$ cat src/rsa_modular_exponentiation_defines.svh
// Assertion macros for the RSA modular exponentiation block.
// Included by the files that carry concurrent assertions; no other dependencies.
`ifndef RSA_MODULAR_EXPONENTIATION_DEFINES_SVH
`define RSA_MODULAR_EXPONENTIATION_DEFINES_SVH
`ifndef ASSERT_OFF
`define RME_ASSERT_IMPL(label, clk, rst_n, ante, cons) \
    label: assert property (@(posedge clk) disable iff (!(rst_n)) (ante) |-> (cons)) \
        else $error("implication check failed");
`define RME_ASSERT_NEXT(label, clk, rst_n, ante, cons) \
    label: assert property (@(posedge clk) disable iff (!(rst_n)) (ante) |=> (cons)) \
        else $error("next-cycle check failed");
`else
`define RME_ASSERT_IMPL(label, clk, rst_n, ante, cons)
`define RME_ASSERT_NEXT(label, clk, rst_n, ante, cons)
`endif
`endif

$ cat src/rme_pkg.sv
// Shared types and constants for the RSA modular exponentiation block.
// No dependencies; imported by rme_mulmod, the top level and the testbench.
`timescale 1ns / 1ps
`default_nettype none

package rme_pkg;

    localparam int unsigned CFG_BITS   = 32;
    localparam int unsigned VALUE_BITS = 32;
    localparam int unsigned CODE_BITS  = 33;

    // Offset between a letter code and its plaintext value.
    localparam logic [VALUE_BITS-1:0] LETTER_OFFSET = 32'd96;

    // Configuration register indexes.
    localparam logic [1:0] CFG_MODULUS      = 2'd0;
    localparam logic [1:0] CFG_PUBLIC_EXP   = 2'd1;
    localparam logic [1:0] CFG_PRIVATE_EXP  = 2'd2;

    localparam logic [CFG_BITS-1:0] RST_MODULUS     = 32'd3233;
    localparam logic [CFG_BITS-1:0] RST_PUBLIC_EXP  = 32'd17;
    localparam logic [CFG_BITS-1:0] RST_PRIVATE_EXP = 32'd2753;

    // Request type carried in the input tuser bit.
    localparam logic REQ_ENCRYPT = 1'b0;
    localparam logic REQ_DECRYPT = 1'b1;

    // Status of the shared modular multiplier.
    typedef struct packed {
        logic busy;
        logic done;
    } t_mul_status;

endpackage

`default_nettype wire

$ cat src/rme_addmod.sv
// Modular adder: (x + y) mod m for x, y below m.
// Leaf arithmetic unit; no dependencies.
`timescale 1ns / 1ps
`default_nettype none

module rme_addmod #(
    parameter int unsigned W = 32
) (
    input  wire logic [W-1:0] i_x,
    input  wire logic [W-1:0] i_y,
    input  wire logic [W-1:0] i_m,
    output logic      [W-1:0] o_sum
);

    logic [W:0] w_sum;
    logic [W:0] w_diff;

    assign w_sum  = {1'b0, i_x} + {1'b0, i_y};
    assign w_diff = w_sum - {1'b0, i_m};
    assign o_sum  = (w_sum >= {1'b0, i_m}) ? w_diff[W-1:0] : w_sum[W-1:0];

endmodule

`default_nettype wire

$ cat src/rme_mulmod.sv
// Iterative modular multiplier: (a * b) mod m by add-and-double, one modular add per cycle.
// Depends on rme_pkg and rme_addmod.
`timescale 1ns / 1ps
`default_nettype none

module rme_mulmod
    import rme_pkg::*;
#(
    parameter int unsigned W = 32
) (
    input  wire logic         i_clk,
    input  wire logic         i_rst_n,
    input  wire logic         i_start,
    input  wire logic [W-1:0] i_a,
    input  wire logic [W-1:0] i_b,
    input  wire logic [W-1:0] i_m,
    output t_mul_status       o_status,
    output logic      [W-1:0] o_result
);

    localparam int unsigned CNT_BITS = $clog2(W);

    typedef enum logic [1:0] {
        M_IDLE,
        M_DOUBLE,
        M_ADD
    } t_mstate;

    t_mstate             r_state;
    logic                r_done;
    logic [CNT_BITS-1:0] r_cnt;
    logic [W-1:0]        r_acc;
    logic [W-1:0]        r_a;
    logic [W-1:0]        r_b;
    logic [W-1:0]        r_m;
    logic [W-1:0]        w_y;
    logic [W-1:0]        w_sum;

    // The one adder either doubles the accumulator or adds the multiplicand.
    assign w_y = (r_state == M_ADD) ? r_a : r_acc;

    rme_addmod #(.W(W)) u_addmod (
        .i_x   (r_acc),
        .i_y   (w_y),
        .i_m   (r_m),
        .o_sum (w_sum)
    );

    always_ff @(posedge i_clk) begin
        if (!i_rst_n) begin
            r_state <= M_IDLE;
            r_done  <= 1'b0;
            r_cnt   <= '0;
        end else begin
            r_done <= 1'b0;
            case (r_state)
                M_IDLE: begin
                    if (i_start) begin
                        r_acc   <= '0;
                        r_a     <= i_a;
                        r_b     <= i_b;
                        r_m     <= i_m;
                        r_cnt   <= CNT_BITS'(W - 1);
                        r_state <= M_DOUBLE;
                    end
                end
                M_DOUBLE: begin
                    r_acc <= w_sum;
                    if (r_b[W-1]) begin
                        r_state <= M_ADD;
                    end else if (r_cnt == '0) begin
                        r_done  <= 1'b1;
                        r_state <= M_IDLE;
                    end else begin
                        r_cnt <= r_cnt - 1'b1;
                        r_b   <= {r_b[W-2:0], 1'b0};
                    end
                end
                M_ADD: begin
                    r_acc <= w_sum;
                    if (r_cnt == '0) begin
                        r_done  <= 1'b1;
                        r_state <= M_IDLE;
                    end else begin
                        r_cnt   <= r_cnt - 1'b1;
                        r_b     <= {r_b[W-2:0], 1'b0};
                        r_state <= M_DOUBLE;
                    end
                end
                default: begin
                    r_state <= M_IDLE;
                end
            endcase
        end
    end

    assign o_status.busy = (r_state != M_IDLE);
    assign o_status.done = r_done;
    assign o_result      = r_acc;

endmodule

`default_nettype wire

$ cat src/rsa_modular_exponentiation.sv
// Channel      | Dir | Fields (lowest bit first)
// s_axis       | in  | tdata: value[31:0]; tuser: req_type[0]
// m_axis       | out | tdata: residue[31:0], text_code[64:32], zero fill; tuser: range_error[0]
// cfg          | in  | wr_en, index (0 modulus, 1 public exp, 2 private exp), data[31:0]
//
// Products come from the single add-and-double multiplier, one modular add per cycle. A range
// error skips the exponentiation and goes straight to the output state. Reset is synchronous
// and active low; it restores the register defaults. A stalled result sits in the output
// register; the next item still runs and then waits in its last state, which keeps the input
// closed until the result drains.
//
// Top level of the RSA modular exponentiation block: square-and-multiply sequencer.
// Depends on rme_pkg, rme_mulmod and rsa_modular_exponentiation_defines.svh.
`timescale 1ns / 1ps
`default_nettype none
`include "rsa_modular_exponentiation_defines.svh"

module rsa_modular_exponentiation
    import rme_pkg::*;
#(
    parameter int unsigned WORD_BITS = 32
) (
    input  wire logic        i_clk,
    input  wire logic        i_rst_n,
    // Configuration write port.
    input  wire logic        i_cfg_wr_en,
    input  wire logic [1:0]  i_cfg_index,
    input  wire logic [31:0] i_cfg_data,
    // Input stream.
    input  wire logic        i_s_axis_tvalid,
    output logic             o_s_axis_tready,
    input  wire logic [31:0] i_s_axis_tdata,   // value[31:0]
    input  wire logic [0:0]  i_s_axis_tuser,   // req_type[0]
    // Result stream.
    output logic             o_m_axis_tvalid,
    input  wire logic        i_m_axis_tready,
    output logic [71:0]      o_m_axis_tdata,   // residue[31:0], text_code[64:32], zeros
    output logic [0:0]       o_m_axis_tuser    // range_error[0]
);

    localparam int unsigned W        = WORD_BITS;
    localparam int unsigned CNT_BITS = $clog2(W);

    typedef enum logic [2:0] {
        S_IDLE,
        S_SQ_START,
        S_SQ_WAIT,
        S_MUL_START,
        S_MUL_WAIT,
        S_OUT
    } t_state;

    t_state r_state;

    // Configuration registers.
    logic [CFG_BITS-1:0] r_modulus;
    logic [CFG_BITS-1:0] r_pub_exp;
    logic [CFG_BITS-1:0] r_priv_exp;

    always_ff @(posedge i_clk) begin
        if (!i_rst_n) begin
            r_modulus  <= RST_MODULUS;
            r_pub_exp  <= RST_PUBLIC_EXP;
            r_priv_exp <= RST_PRIVATE_EXP;
        end else if (i_cfg_wr_en) begin
            case (i_cfg_index)
                CFG_MODULUS:     r_modulus  <= i_cfg_data;
                CFG_PUBLIC_EXP:  r_pub_exp  <= i_cfg_data;
                CFG_PRIVATE_EXP: r_priv_exp <= i_cfg_data;
                default: begin
                end
            endcase
        end
    end

    // Operands are taken in their low WORD_BITS bits, zero-extended where the word is wider.
    logic [63:0]  w_value_x;
    logic [63:0]  w_mod_x;
    logic [63:0]  w_pub_x;
    logic [63:0]  w_priv_x;
    logic [W-1:0] w_value;
    logic [W-1:0] w_mod;
    logic [W-1:0] w_base;
    logic [W-1:0] w_exp;
    logic         w_low_letter;
    logic         w_err;
    logic         w_accept;

    assign w_value_x = {32'd0, i_s_axis_tdata};
    assign w_mod_x   = {32'd0, r_modulus};
    assign w_pub_x   = {32'd0, r_pub_exp};
    assign w_priv_x  = {32'd0, r_priv_exp};
    assign w_value   = w_value_x[W-1:0];
    assign w_mod     = w_mod_x[W-1:0];

    // An encrypt request must carry a letter code above the offset; the base is the code
    // minus the offset. A decrypt request uses the residue itself as the base.
    assign w_low_letter = (i_s_axis_tuser[0] == REQ_ENCRYPT) &&
                          (w_value <= W'(LETTER_OFFSET));
    assign w_base = (i_s_axis_tuser[0] == REQ_ENCRYPT) ? (w_value - W'(LETTER_OFFSET))
                                                       : w_value;
    assign w_exp  = (i_s_axis_tuser[0] == REQ_ENCRYPT) ? w_pub_x[W-1:0] : w_priv_x[W-1:0];
    assign w_err  = w_low_letter || (w_base >= w_mod);

    assign o_s_axis_tready = (r_state == S_IDLE);
    assign w_accept        = i_s_axis_tvalid && o_s_axis_tready;

    // Shared modular multiplier.
    t_mul_status  w_mul_stat;
    logic [W-1:0] w_mul_result;
    logic         r_mul_start;
    logic [W-1:0] r_mul_a;
    logic [W-1:0] r_mul_b;

    rme_mulmod #(.W(W)) u_mulmod (
        .i_clk    (i_clk),
        .i_rst_n  (i_rst_n),
        .i_start  (r_mul_start),
        .i_a      (r_mul_a),
        .i_b      (r_mul_b),
        .i_m      (w_mod),
        .o_status (w_mul_stat),
        .o_result (w_mul_result)
    );

    // Sequencer working registers.
    logic [W-1:0]        r_base;
    logic [W-1:0]        r_exp;
    logic [W-1:0]        r_res;
    logic [CNT_BITS-1:0] r_cnt;
    logic                r_err;
    logic                r_out_valid;
    logic [31:0]         r_out_residue;
    logic [32:0]         r_out_code;
    logic                r_out_err;
    logic [63:0]         w_res_x;
    logic                w_out_load;

    assign w_res_x = {{(64 - W){1'b0}}, r_res};

    // The output register is loaded once it is empty or being drained.
    assign w_out_load = (r_state == S_OUT) && (!r_out_valid || i_m_axis_tready);

    always_ff @(posedge i_clk) begin
        if (!i_rst_n) begin
            r_state     <= S_IDLE;
            r_mul_start <= 1'b0;
            r_out_valid <= 1'b0;
        end else begin
            r_mul_start <= 1'b0;
            if (w_out_load) begin
                r_out_valid <= 1'b1;
            end else if (o_m_axis_tvalid && i_m_axis_tready) begin
                r_out_valid <= 1'b0;
            end
            case (r_state)
                S_IDLE: begin
                    if (w_accept) begin
                        r_base <= w_base;
                        r_exp  <= w_exp;
                        r_cnt  <= CNT_BITS'(W - 1);
                        r_err  <= w_err;
                        // Start from 1 mod m, which is 0 only for a modulus of one.
                        r_res  <= (w_err || (w_mod == W'(1))) ? '0 : W'(1);
                        if (w_err) begin
                            r_state <= S_OUT;
                        end else begin
                            r_state <= S_SQ_START;
                        end
                    end
                end
                S_SQ_START: begin
                    r_mul_start <= 1'b1;
                    r_mul_a     <= r_res;
                    r_mul_b     <= r_res;
                    r_state     <= S_SQ_WAIT;
                end
                S_SQ_WAIT: begin
                    if (w_mul_stat.done) begin
                        r_res <= w_mul_result;
                        if (r_exp[W-1]) begin
                            r_state <= S_MUL_START;
                        end else if (r_cnt == '0) begin
                            r_state <= S_OUT;
                        end else begin
                            r_cnt   <= r_cnt - 1'b1;
                            r_exp   <= {r_exp[W-2:0], 1'b0};
                            r_state <= S_SQ_START;
                        end
                    end
                end
                S_MUL_START: begin
                    r_mul_start <= 1'b1;
                    r_mul_a     <= r_res;
                    r_mul_b     <= r_base;
                    r_state     <= S_MUL_WAIT;
                end
                S_MUL_WAIT: begin
                    if (w_mul_stat.done) begin
                        r_res <= w_mul_result;
                        if (r_cnt == '0) begin
                            r_state <= S_OUT;
                        end else begin
                            r_cnt   <= r_cnt - 1'b1;
                            r_exp   <= {r_exp[W-2:0], 1'b0};
                            r_state <= S_SQ_START;
                        end
                    end
                end
                S_OUT: begin
                    if (w_out_load) begin
                        r_out_residue <= w_res_x[31:0];
                        r_out_code    <= {1'b0, w_res_x[31:0]} + 33'(LETTER_OFFSET);
                        r_out_err     <= r_err;
                        r_state       <= S_IDLE;
                    end
                end
                default: begin
                    r_state <= S_IDLE;
                end
            endcase
        end
    end

    assign o_m_axis_tvalid = r_out_valid;
    assign o_m_axis_tdata  = {7'd0, r_out_code, r_out_residue};
    assign o_m_axis_tuser  = r_out_err;

    // The multiplier is never running while a new transaction can be taken.
    `RME_ASSERT_IMPL(a_idle_mul_quiet, i_clk, i_rst_n, o_s_axis_tready, !w_mul_stat.busy)
    // A finished product only arrives while the sequencer waits for one.
    `RME_ASSERT_IMPL(a_done_in_wait, i_clk, i_rst_n, w_mul_stat.done,
                     (r_state == S_SQ_WAIT) || (r_state == S_MUL_WAIT))
    // A range error always reports a zero residue and the bare offset as text code.
    `RME_ASSERT_IMPL(a_err_zero, i_clk, i_rst_n, o_m_axis_tvalid && o_m_axis_tuser[0],
                     (o_m_axis_tdata[31:0] == 32'd0) && (o_m_axis_tdata[64:32] == 33'd96))
    // An accepted transaction closes the input side on the next cycle.
    `RME_ASSERT_NEXT(a_accept_busy, i_clk, i_rst_n, w_accept, !o_s_axis_tready)

endmodule

`default_nettype wire

$ cat config.mk
export PLATFORM = sky130hd
export DESIGN_NAME = rsa_modular_exponentiation
export DESIGN_NICKNAME = d
export VERILOG_FILES = /design/src/rme_pkg.sv /design/src/rme_addmod.sv /design/src/rme_mulmod.sv /design/src/rsa_modular_exponentiation.sv
export VERILOG_INCLUDE_DIRS = /design/src /design/src/src
export SDC_FILE = /design/constraint.sdc
export NUM_CORES = 1
export LEC_CHECK = 0
export BUFFER_PORTS_ARGS = -buffer_cell sky130_fd_sc_hd__buf_2
export CORE_ASPECT_RATIO = 0.5
export CORE_UTILIZATION = 57
export CTS_BUF_LIST = sky130_fd_sc_hd__clkbuf_2
export DETAILED_ROUTE_END_ITERATION = 6
export PLACE_DENSITY_LB_ADDON = 0.12
export SYNTH_ARGS = -nofsm -noshare
export SYNTH_HDL_FRONTEND = slang
export SYNTH_HIERARCHICAL = 1
export SYNTH_SLANG_ARGS = --single-unit
$ cat constraint.sdc
create_clock -name i_clk -period 5.29 [get_ports i_clk]
set_input_delay 0.7935 -clock i_clk [delete_from_list [all_inputs] [get_ports i_clk]]
set_output_delay 0.7935 -clock i_clk [all_outputs]
set_load 0.05 [all_outputs]
# [Yosys cells after proc, flatten, opt, wreduce, memory -nomap -nowiden]
# Cells that the tools add are included.
[op_classes] addsub=6 magnitude_cmp=3 n_eq_ne=23 mux=52 bitwise=1 n_reduce_logical=40
[op_table] op="$mux W32" count=17
[op_table] op="$pmux W32 S2" count=3
[op_table] op="$pmux W32 S3" count=2
[op_table] op="$mux W5" count=8
[op_table] op="$add A32 B32 Y33" count=1
[op_table] op="$add A32 B7 Y33 const B" count=1
[op_table] op="$ge A33 B32 Y1" count=1
[op_table] op="$eq A32 B1 Y1 const B" count=1
[op_table] op="$ge A32 B32 Y1" count=1
[op_table] op="$le A32 B7 Y1 const B" count=1
[op_table] op="$sub A32 B32 Y32" count=1
[op_table] op="$sub A32 B7 Y32 const B" count=1
[op_table] op="$pmux W5 S3" count=2
[op_table] op="$mux W3" count=7
[op_table] op="$pmux W3 S6" count=1
[op_table] op="$reduce_and A6 Y1" count=3
[op_table] op="$ne A2 B2 Y1 const B" count=8
[op_table] op="$reduce_and A3 Y1" count=5
[op_table] op="$reduce_and A2 Y1" count=6
[op_table] op="$reduce_and A4 Y1" count=3
[op_table] op="$logic_not A5 Y1" count=2
[op_table] op="$sub A5 B1 Y5 const B" count=2
[op_table] op="$ne A2 B1 Y1 const B" count=4
[op_table] op="$reduce_and A8 Y1" count=1
[op_table] op="other kinds (19)" count=43
[totals] reg_bits=469 in_bits=72 out_inout_bits=75 elab_cells=150

# [Logic depth before layout (Yosys ltp)]
[logic_depth] word_depth=8 ltp_mapped=25 mapped_depth_nobuf=22

# [By module]
# Netlist, hierarchy kept.
[by_module_without_submodules] module="rsa_modular_exponentiation" instances=1 cells_each=1187 area_per_inst_um2=14084.8 seq_area_each_um2=8838.5
[by_module_without_submodules] module="rme_mulmod" instances=1 cells_each=372 area_per_inst_um2=5725.5 seq_area_each_um2=4003.8
[by_module_without_submodules] module="rme_addmod" instances=1 cells_each=595 area_per_inst_um2=4136.5 seq_area_each_um2=0.0

# [Least setup slack after synthesis]
# OpenSTA, ideal clock, no wires.
[synth_timing] kind="reg-to-reg" start="reg u_mulmod.r_state[0]" end="reg u_mulmod.r_acc[15] (netlist: u_mulmod/o_result[15]), data pin" setup_ns=0.255 arrival_ns=5.219 slack_ns=-0.184 path_stages_with_launch=25 path_buffers=3 synth_period_minus_slack_ns=5.474 cell_sequence="dfxtp_1 > inv_1 > ha_1 > buf_2 > mux2_2 > ha_1 > fa_1 > a211oi_1 > o21ai_1 > a31oi_1 > o31ai_2 > a31oi_1 > o21ai_0 > xor2_1 > ha_1 > clkbuf_1 > nand4_1 > or4_1 > nor3_1 > a211o_1 > a211oi_2 > nand3_2 > buf_4 > mux2_2 > and2_1"
[synth_between] elab_chain_len=6 elab_cells_between_ends=10
[synth_rtl] item="from (decl)" line="rme_mulmod.sv:29" rtl="t_mstate r_state;"
[synth_rtl] item="from (signal assigned)" line="rme_mulmod.sv:51" rtl="r_state <= M_IDLE;"
[synth_rtl] item="from (signal assigned)" line="rme_mulmod.sv:64" rtl="r_state <= M_DOUBLE;"
[synth_rtl] item="from (signal assigned)" line="rme_mulmod.sv:70" rtl="r_state <= M_ADD;"
[synth_rtl] item="$eq A2 B2 Y1 *" line="rme_mulmod.sv:40" rtl="assign w_y = (r_state == M_ADD) ? r_a : r_acc;"
[synth_rtl] item="$mux W32 *" line="rme_mulmod.sv:40"
[synth_rtl] item="net u_mulmod.w_y[0]" line="rme_mulmod.sv:36" rtl="logic [W-1:0] w_y;"
[synth_rtl] item="$add A32 B32 Y33 *" line="rme_addmod.sv:18" rtl="assign w_sum = {1'b0, i_x} + {1'b0, i_y};"
[synth_rtl] item="$sub A32 B32 Y32 / $ge A33 B32 Y1 (equally long branches)" line="rme_addmod.sv:19, rme_addmod.sv:20"
[synth_rtl] item="$mux W32 *" line="rme_addmod.sv:20" rtl="assign o_sum = (w_sum >= {1'b0, i_m}) ? w_diff[W-1:0] : w_sum[W-1:0];"
[synth_rtl] item="net u_mulmod.w_sum[15]" line="rme_mulmod.sv:37" rtl="logic [W-1:0] w_sum;"
[synth_rtl] item="$pmux W32 S2 *" line="rme_mulmod.sv:56" rtl="case (r_state)"
[synth_rtl] item="to (signal assigned)" line="rme_mulmod.sv:68" rtl="r_acc <= w_sum;"
[synth_rtl] item="to (signal assigned)" line="rme_mulmod.sv:80" rtl="r_acc <= w_sum;"
[synth_rtl] item="to (decl)" line="rme_mulmod.sv:32" rtl="logic [W-1:0] r_acc;"
# Mark *: on every way through the listed nets, which the timed path passes. The rest lies on a longest branch.
# A chain may end at the register's enable or synchronous reset.

# [Final worst setup path]
[layout_timing] start="reg u_mulmod.r_state[0]" end="reg u_mulmod.r_acc[10] (netlist: u_mulmod/o_result[10]), data pin"
[layout_between] elab_chain_len=6 elab_cells_between_ends=10
[layout_rtl] item="$eq A2 B2 Y1" line="rme_mulmod.sv:40"
[layout_rtl] item="$mux W32" line="rme_mulmod.sv:40"
[layout_rtl] item="net u_mulmod.w_y[19]" line="rme_mulmod.sv:36"
[layout_rtl] item="$add A32 B32 Y33" line="rme_addmod.sv:18"
[layout_rtl] item="$ge A33 B32 Y1" line="rme_addmod.sv:20"
[layout_rtl] item="$mux W32" line="rme_addmod.sv:20"
[layout_rtl] item="net u_mulmod.w_sum[10]" line="rme_mulmod.sv:37"
[layout_rtl] item="$pmux W32 S2" line="rme_mulmod.sv:56"
# The timed path passes the listed nets, and every way through them passes these cells.

==> flow_metrics.tcl <==
set metrics [dict create \
    slowest_stage "dfxtp_2" \
    finalInstanceArea_mm2 0.02905 \
    numClockSinks 464 \
    areaGrowthSynthToFinish_pct 21.31 \
    grt_pass1_wl_mm 97.81 \
    cts_tree "yes" \
    cp_num_buf_inv 9 \
    crit_top_cell "buf_12" \
    ff2ff_setup_slack_ns -0.13 \
    finalWeightedCongestion 0.9759 \
    rsz0062_at_grt "true" \
    track_usage_pct 29.67 \
    fmax_ghz 0.1846 \
    crit_required_ns 6.08 \
    grt_start_max_net_pins 98 \
    dp_hpwl_mm 42.83 \
    num-nets-final 2750 \
    drt_wl_total_mm 63.85 \
    ant_nets 0 \
    ios 147 \
    criticalPathCategory "flip-flop to flip-flop" \
    antenna_found_initial 5 \
    highest_layer "met4" \
    clock_latency_ns 1.06 \
    postSynthCellCount 2153 \
    startpoint_type "flip-flop" \
    hold_path.class "input port to flip-flop" \
    min_period_over_period_pct 102.4 \
    drc 0 \
    dr_wl_met3_mm 5.169 \
    grt_pass1_vias 17430 \
    die_h_um 146.9 \
    fillCellCount 2998 \
    dp_cells 2917 \
    path_clk_slew_ns 0.12 \
    finalClockSkew_ns 0.09700 \
    ys_warn_count 6 \
    relSlewSlack_pct 38.64 \
    crit_family "compound AO/OA/AOI/OAI gates" \
    clockBufferDepth 3 \
    rr_endpoint "u_mulmod/o_result[10]" \
    critical_path.max_fanout 8 \
    end_kind "flip-flop" \
    grt_remaining_overflow 0 \
    violations "negative setup slack" \
    critPathMaxStageDelay_ns 0.35 \
    wl_per_cell_um 19.99 \
    num_vias 18160 \
    finalHoldViolations 0 \
    port_buffers 139 \
    worst_pin_slew_ns 0.9180 \
    fin_ws_ns -0.1275 \
    firstDrtPassIters 6 \
    fp.dieW_um 291.8 \
    min_to "r_base[27]" \
    rows 52 \
    maxCapViolations 0 \
    drv_slew 0 \
    crit-reg2reg-launch "u_mulmod/r_state[0]" \
    ir_worst_vdd_mv 0.3620 \
    hold_path.startpoint "i_s_axis_tdata[27]" \
    reg2regPathDepth 28 \
    layout_min_cycle_time_ns 5.417 \
    root_buffer "clkbuf_2" \
    viasPerCell 5.687 \
    syn_avg_cell_area_um2 11.12 \
    setup_violations 32 \
    crit_arrival_ns 6.21 \
    cts_made_buffers 103 \
    hold_depth 2 \
    fin_tns_setup_ns -3.017 \
    start_util_pct 58.51 \
    power_leakage_nw 11.47 \
    dr.first_iter.drc_count 1580 \
    multi_input_area_mm2 0.01098 \
    p_per_area_mw_per_mm2 559.3 \
    wl_met1_mm 30.14 \
    fin_cells 3194 \
    status "finished with violations" \
    pre_cts_ws_ns -0.4728 \
    h-tree-depth 3 \
    drive_gt1_share_pct 30.59 \
    ff_latch_area_mm2 0.01284 \
    dr_wl_met2_mm 27.38 \
    die_area_mm2 0.04288 \
    core-area_mm2 0.04092 \
    place_area_mm2 0.02637 \
    netlist_area_mm2 0.02394 \
    hold-worst-slack_ns 0.1451 \
]
==> worst max path at each step <==
stage | depth (start not counted) | start | end | slack, ns
3_3_place_gp | 22 | u_mulmod/r_state[0] | u_mulmod/o_result[15] | -0.46
2_1_floorplan | 24 | u_mulmod/r_state[0] | u_mulmod/o_result[22] | 0.002
6_report | 28 | u_mulmod/r_state[0] | u_mulmod/o_result[10] | -0.13
3_5_place_dp | 24 | u_mulmod/r_state[0] | u_mulmod/o_result[7] | -0.47
4_1_cts | 27 | u_mulmod/r_state[0] | u_mulmod/o_result[31] | -0.07
5_1_grt | 25 | u_mulmod/r_state[0] | u_mulmod/o_result[14] | -0.34
==> power breakdown <==
part / switching, W / internal, W / total, W
combinational: 0.00446 / 0.00467 / 0.00912
sequential: 0.000303 / 0.00446 / 0.00476
clock: 0.00148 / 0.000883 / 0.00236
==> per-stage QoR <==
stage | power, W | util [%]
after floorplan | 0.009425 | -
after global placement | 0.01193 | 64.44
after detailed placement | 0.01192 | 64.44
after CTS | 0.01524 | 69.85
after global routing | 0.01713 | 70.97
final | 0.01625 | 70.97
==> area by class of cell <==
cell class                 instances  share of cell area [%]
multi-input combinational       1458                   37.80
timing repair buffer             417                   10.65
clock inverter                    31                  0.6849
antenna                            3                 0.02585
sequential                       464                   44.22
tap                              540                   2.326
inverter                         128                   1.654
clock buffer                     153                   2.636
==> metal layers <==
layer | track usage [%] | vias to the layer above
li1 | - | 8623
met1 | 44.07 | 8724
met5 | 0 | -
met4 | 7.658 | 0
met3 | 6.263 | 106
met2 | 44.20 | 711
==> cells in the final DEF (no fill, tap or decap), types with 61 or more instances in the layout <==
cell type	instances
ha_1	82
buf_2	139
o21ai_0	72
edfxtp_1	355
mux2_2	61
dfxtp_1	107
buf_4	217
nor2_1	86
clkbuf_2	153
a21oi_1	69
a21boi_0	87
nand2_1	325
inv_1	127
==> repair_timing <==
item	4_1_cts	5_1_grt
hold buffers	43	0
setup buffers	30	13
gates cloned	3	1
resized for setup	93	71
hold endpoints to repair	108	0
setup endpoints to repair	32	32
pin swaps	51	50
(Power assumes the default switching activity.)
